File: src/rtl/ohlc_pkg.sv
package ohlc_pkg;

  // Bar memory geometry
  localparam int NUM_BARS = 1024;
  localparam int ADDR_W   = $clog2(NUM_BARS);

  // Divider step counts: integer bar index and Q32.32 fraction
  localparam int INT_STEPS = 32;
  localparam int Q_STEPS   = 64;
  localparam int CNT_W     = $clog2(Q_STEPS + 1);

  localparam logic [31:0] MIN_BAR_SECONDS = 32'd60;

  // Input action codes
  localparam logic [1:0] ACT_TRADE = 2'd0;
  localparam logic [1:0] ACT_READ  = 2'd1;
  localparam logic [1:0] ACT_CLEAR = 2'd2;

  // Result status codes
  localparam logic [2:0] ST_ADDED   = 3'd0;
  localparam logic [2:0] ST_SMALL   = 3'd1;
  localparam logic [2:0] ST_OUTWIN  = 3'd2;
  localparam logic [2:0] ST_READ    = 3'd3;
  localparam logic [2:0] ST_CLEARED = 3'd4;
  localparam logic [2:0] ST_BAD     = 3'd5;

  // Configuration register indexes
  localparam logic [1:0] CFG_WSTART = 2'd0;
  localparam logic [1:0] CFG_WEND   = 2'd1;
  localparam logic [1:0] CFG_BARSEC = 2'd2;
  localparam logic [1:0] CFG_MINVOL = 2'd3;

  // One bar entry as stored in memory
  typedef struct packed {
    logic [31:0] first_seen;
    logic [31:0] last_seen;
    logic [63:0] open_price;
    logic [63:0] close_price;
    logic [63:0] high_price;
    logic [63:0] low_price;
    logic [63:0] base_sum;
    logic [63:0] rel_sum;
    logic [31:0] count_in_bar;
  } bar_t;

  // Divider control and status
  typedef struct packed {
    logic start;
    logic q_mode;
  } div_ctl_t;

  typedef struct packed {
    logic busy;
    logic done;
  } div_stat_t;

  // Result item
  typedef struct packed {
    logic [2:0]  status;
    logic        bar_valid;
    logic [31:0] bar_start;
    logic [63:0] price_high;
    logic [63:0] price_low;
    logic [63:0] price_open;
    logic [63:0] price_close;
    logic [63:0] rel_total;
    logic [63:0] base_total;
    logic [63:0] average_price;
    logic [31:0] trade_count;
  } res_t;

endpackage

File: src/rtl/ohlc_div.sv
module ohlc_div import ohlc_pkg::*; (
  input  logic        clk,
  input  logic        rst_n,
  input  div_ctl_t    ctl,
  input  logic [63:0] num,
  input  logic [63:0] den,
  output div_stat_t   stat,
  output logic [63:0] quo
);

  logic [63:0]      rem_r;
  logic [63:0]      sh_r;
  logic [63:0]      quo_r;
  logic [63:0]      den_r;
  logic [CNT_W-1:0] cnt_r;
  logic             busy_r;
  logic             done_r;

  logic [64:0] trial;
  logic        fits;

  // One restoring step: shift in next dividend bit, subtract if it fits
  assign trial = {rem_r, sh_r[63]};
  assign fits  = trial >= {1'b0, den_r};

  // Control: start, count steps, pulse done
  always_ff @(posedge clk) begin
    if (!rst_n) begin
      busy_r <= 1'b0;
      done_r <= 1'b0;
      cnt_r  <= '0;
    end else begin
      done_r <= 1'b0;
      if (ctl.start) begin
        if (ctl.q_mode && (num[63:32] >= den)) begin
          done_r <= 1'b1;
        end else begin
          busy_r <= 1'b1;
          cnt_r  <= ctl.q_mode ? CNT_W'(Q_STEPS) : CNT_W'(INT_STEPS);
        end
      end else if (busy_r) begin
        cnt_r <= cnt_r - CNT_W'(1);
        if (cnt_r == CNT_W'(1)) begin
          busy_r <= 1'b0;
          done_r <= 1'b1;
        end
      end
    end
  end

  // Datapath: load operands, then one quotient bit a cycle
  always_ff @(posedge clk) begin
    if (ctl.start) begin
      den_r <= den;
      sh_r  <= {num[31:0], 32'd0};
      if (ctl.q_mode) begin
        rem_r <= {32'd0, num[63:32]};
        quo_r <= (num[63:32] >= den) ? '1 : '0;
      end else begin
        rem_r <= '0;
        quo_r <= '0;
      end
    end else if (busy_r) begin
      sh_r  <= {sh_r[62:0], 1'b0};
      quo_r <= {quo_r[62:0], fits};
      rem_r <= fits ? 64'(trial - {1'b0, den_r}) : trial[63:0];
    end
  end

  assign stat.busy = busy_r;
  assign stat.done = done_r;
  assign quo       = quo_r;

  a_start_idle: assert property (@(posedge clk) disable iff (!rst_n)
    ctl.start |-> !busy_r) else $error("divider started while busy");
  a_busy_cnt: assert property (@(posedge clk) disable iff (!rst_n)
    busy_r |-> cnt_r != '0) else $error("divider busy with zero count");
  a_done_idle: assert property (@(posedge clk) disable iff (!rst_n)
    done_r |-> !busy_r) else $error("divider done while busy");

endmodule

File: config.mk
export PLATFORM = sky130hd
export DESIGN_NAME = ohlc_div
export DESIGN_NICKNAME = d
export VERILOG_FILES = /design/src/rtl/ohlc_pkg.sv /design/src/rtl/ohlc_div.sv
export SDC_FILE = /design/constraint.sdc
export NUM_CORES = 1
export LEC_CHECK = 0
export BUFFER_PORTS_ARGS = -buffer_cell sky130_fd_sc_hd__buf_2
export CAP_MARGIN = 20
export CORE_MARGIN = 2
export CORE_UTILIZATION = 49
export CTS_BUF_LIST = sky130_fd_sc_hd__clkbuf_4
export CTS_CLUSTER_SIZE = 14
export DETAILED_ROUTE_END_ITERATION = 7
export PLACE_DENSITY = 0.74
export SLEW_MARGIN = 20
export SYNTH_ARGS = -nofsm -noshare
export SYNTH_HDL_FRONTEND = slang
export SYNTH_SLANG_ARGS = --single-unit
File: constraint.sdc
create_clock -name clk -period 3.32 [get_ports clk]
set_input_delay 0.166 -clock clk [delete_from_list [all_inputs] [get_ports clk]]
set_output_delay 0.166 -clock clk [all_outputs]
set_load 0.1 [all_outputs]
==> metrics.cfg <==
[floorplanning]
die_w_um = 175.6
coreArea_um2 = 28860
ios = 198
fp-row-count = 62
start_util = 0.5001
fp.dieH_um = 175.6
die-area_um2 = 30840

[logic_synthesis]
yosys.area.top_type_share = 0.4661
syn_inst = 1413
synth_common_cells = 224 x edfxtp_1, 127 x nand2_1, 122 x inv_1, 106 x a21o_1, 100 x a21oi_1
synth_warnings = 0
ys.flop_type = edfxtp_1
async_flop_share = 0
syn_area_um2 = 14430
seq_area_frac_synth = 0.4785
synth-seq-cells = 233
ys_types = 79
syn_nets = 1644
synth_most_common_cell = edfxtp_1
synth-edff-count = 224
synthTopCellsByArea = edfxtp_1 47%, ha_1 8.5%, a21o_1 5.5%, a21oi_1 3.5%, nand2_1 3.3%
synth_top_area_cell = edfxtp_1
syn_avg_cell_area_um2 = 10.21

[min_path]
holdPathEnd = rem_r[31]$_DFFE_PP_
min_from = ctl[0]
holdCritPathClass = in -> reg
min_path_cells = 4

[placement]
hpwl_mm = 28.98
dp_slack_ns = -0.2968
io_buffers = 197
dpl-instance-area_um2 = 16790
globalplace.congestion = 0.9276

[timing]
slew_viol_final = 0
timing.final.ws_setup_ns = -0.04765
timing.hold.ws_ns = 0.1176
setup_tns_ns = -0.1920
rsz0062_at_grt = true
fin_crit_sh = 1.014
hold_viol = 0
skew_ns = 0.07198
fmaxAchievable_mhz = 296.9
finalSetupViolCount = 8
slew_headroom = 0.2682
period_minus_slack_ns = 3.368
worst_pin_slew_ns = 1.098

[global_routing]
grt_pass1_wl_mm = 67.77
antenna_found_initial = 2
grt_max_degree = 91
overflow = 0
track_usage = 0.2746
grt_pass1_vias = 13624

[final_layout]
finalInstanceArea_um2 = 19630
fillCellCount = 2234
areaGrowthSynthToFinish_pct = 36.04
nets = 2124
drive_gt1_frac = 0.2903

[worst_setup_path]
cp_max_fo = 8
timing.rr.start = rem_r[22]$_DFFE_PP_
rrSetupSlack_ns = -0.05
r2r_cells = 13
worst-setup-path-type = reg -> reg
rr_endpoint = rem_r[3]$_DFFE_PP_
end_kind = flip-flop
worstPathArrival_ns = 3.73
startpoint_type = flip-flop
worstPathRequired_ns = 3.69

[run_status]
status = complete, but fails checks
violations = setup timing

[cts]
clkTransAtPathRegs_ns = 0.06
cts_sinks = 233
htree_levels = 3
numCtsBuffers = 67
clkLatencyLatePin_ns = 0.70
clk_path_buf_depth = 3
cts_tree = done
cts_root_buf = clkbuf_4

[job]
cap_viol_max_count = 0

[drt]
viasPerCell = 5.665
vias = 13211
drt-initial-drc-count = 867
drt_pass1_iterations = 6
wire_per_inst_um = 18.55
wl_mm = 43.25
drc = 0
ant_nets = 0

[pwr]
peakVddDrop_mv = 0.5338
power_density_nw_per_um2 = 754.8
power.total_w = 0.01482
leakage_nw = 9.048

-- per-layer routing --
layer / global-route usage / up-vias / share of wire
li1: - / 6248 / -
met1: 0.3240 / 6335 / 0.40
met2: 0.4708 / 509 / 0.49
met3: 0.06883 / 119 / 0.074
met4: 0.1284 / 0 / 0.039
met5: 0 / - / 0
-- repair_timing --
action                     4_1_cts  5_1_grt
hold endpoints to repair       137        0
hold buffers                   139        0
setup buffers                    6        8
setup endpoints to repair       65       64
resized for setup               43       49
cloned                           0        1
pin swaps                       21       14
-- final cells by class --
cell class              instances  area, um2  area share
inverters                     123      461.7     0.02352
clock buffers                 101      758.2     0.03862
repair buffers                489       3706      0.1888
diodes                          2      5.005   0.0002549
clock inverters                21      147.6    0.007520
multi-input cells             979       7168      0.3651
flip-flops and latches        233       6907      0.3518
well taps                     384      480.5     0.02447
-- worst max path at each step --
stage	start	end	slack, ns	cells past startpoint
3_3_place_gp	rem_r[1]$_DFFE_PP_	rem_r[56]$_SDFFCE_PP0P_	-0.19	15
5_1_grt	sh_r[63]$_DFFE_PP_	rem_r[56]$_SDFFCE_PP0P_	-0.20	15
6_report	rem_r[22]$_DFFE_PP_	rem_r[3]$_DFFE_PP_	-0.05	13
4_1_cts	sh_r[63]$_DFFE_PP_	rem_r[56]$_SDFFCE_PP0P_	-0.03	15
3_5_place_dp	rem_r[1]$_DFFE_PP_	rem_r[1]$_DFFE_PP_	-0.30	15
2_1_floorplan	sh_r[63]$_DFFE_PP_	rem_r[48]$_SDFFCE_PP0P_	0.04	13
-- report_power, final --
part / switching, W / internal, W / total (W)
clock network: 0.00131 / 0.00156 / 0.00287
registers: 0.000311 / 0.00390 / 0.00421
logic: 0.00433 / 0.00341 / 0.00774
-- per-stage QoR --
stage / std cells / utilization
2_1_floorplan: 1413 / -
3_3_place_gp: 2055 / 0.5817
3_5_place_dp: 2055 / 0.5817
4_1_cts: 2321 / 0.6711
5_1_grt: 2332 / 0.6804
6_report: 2332 / 0.6804
-- logic make-up (layout without fill, tap and decap cells) --
group                    after synthesis  count (layout)  synth area share
XOR/XNOR                              49              49           0.02974
adder cells (fa/ha/maj)               99              99           0.08635
flip-flops                           233             233            0.4785
other                                  0               2                 0
AO/OA/AOI/OAI                        421             421            0.1935
multiplexers                          50              50           0.03745
AND/OR/NAND/NOR                      360             360            0.1199
buffers and inverters                201             734           0.05453
-- layout by cell type (no fill, tap or decap), types with 85 or more instances in the layout --
cell type      count
nand2_1          126
clkbuf_4         101
a21o_1           106
inv_1            122
buf_4            136
edfxtp_1         224
dlygate4sd3_1    139
buf_2            196
a21oi_1           97
ha_1              85
-- state kept, by name, indices dropped and copies added, names as in the netlist --
| register | count |
|---|---|
| done_r | 1 |
| den_r | 64 |
| quo | 64 |
| busy_r | 1 |
| sh_r | 32 |
| rem_r | 64 |
| cnt_r | 7 |
-- critical path: stages, from the launching register on --
cell and delay, ns:
edfxtp_1 0.44, ha_4 0.30, nand2_2 0.05, or4_4 0.55, a211oi_4 0.21, o31ai_4 0.14
a31oi_4 0.24, o21ai_4 0.09, buf_6 0.13, o21ai_4 0.27, buf_4 0.17, buf_6 0.13
mux2i_1 0.21, o21ai_1 0.08
Note: power is estimated with default switching activity, not from simulation.
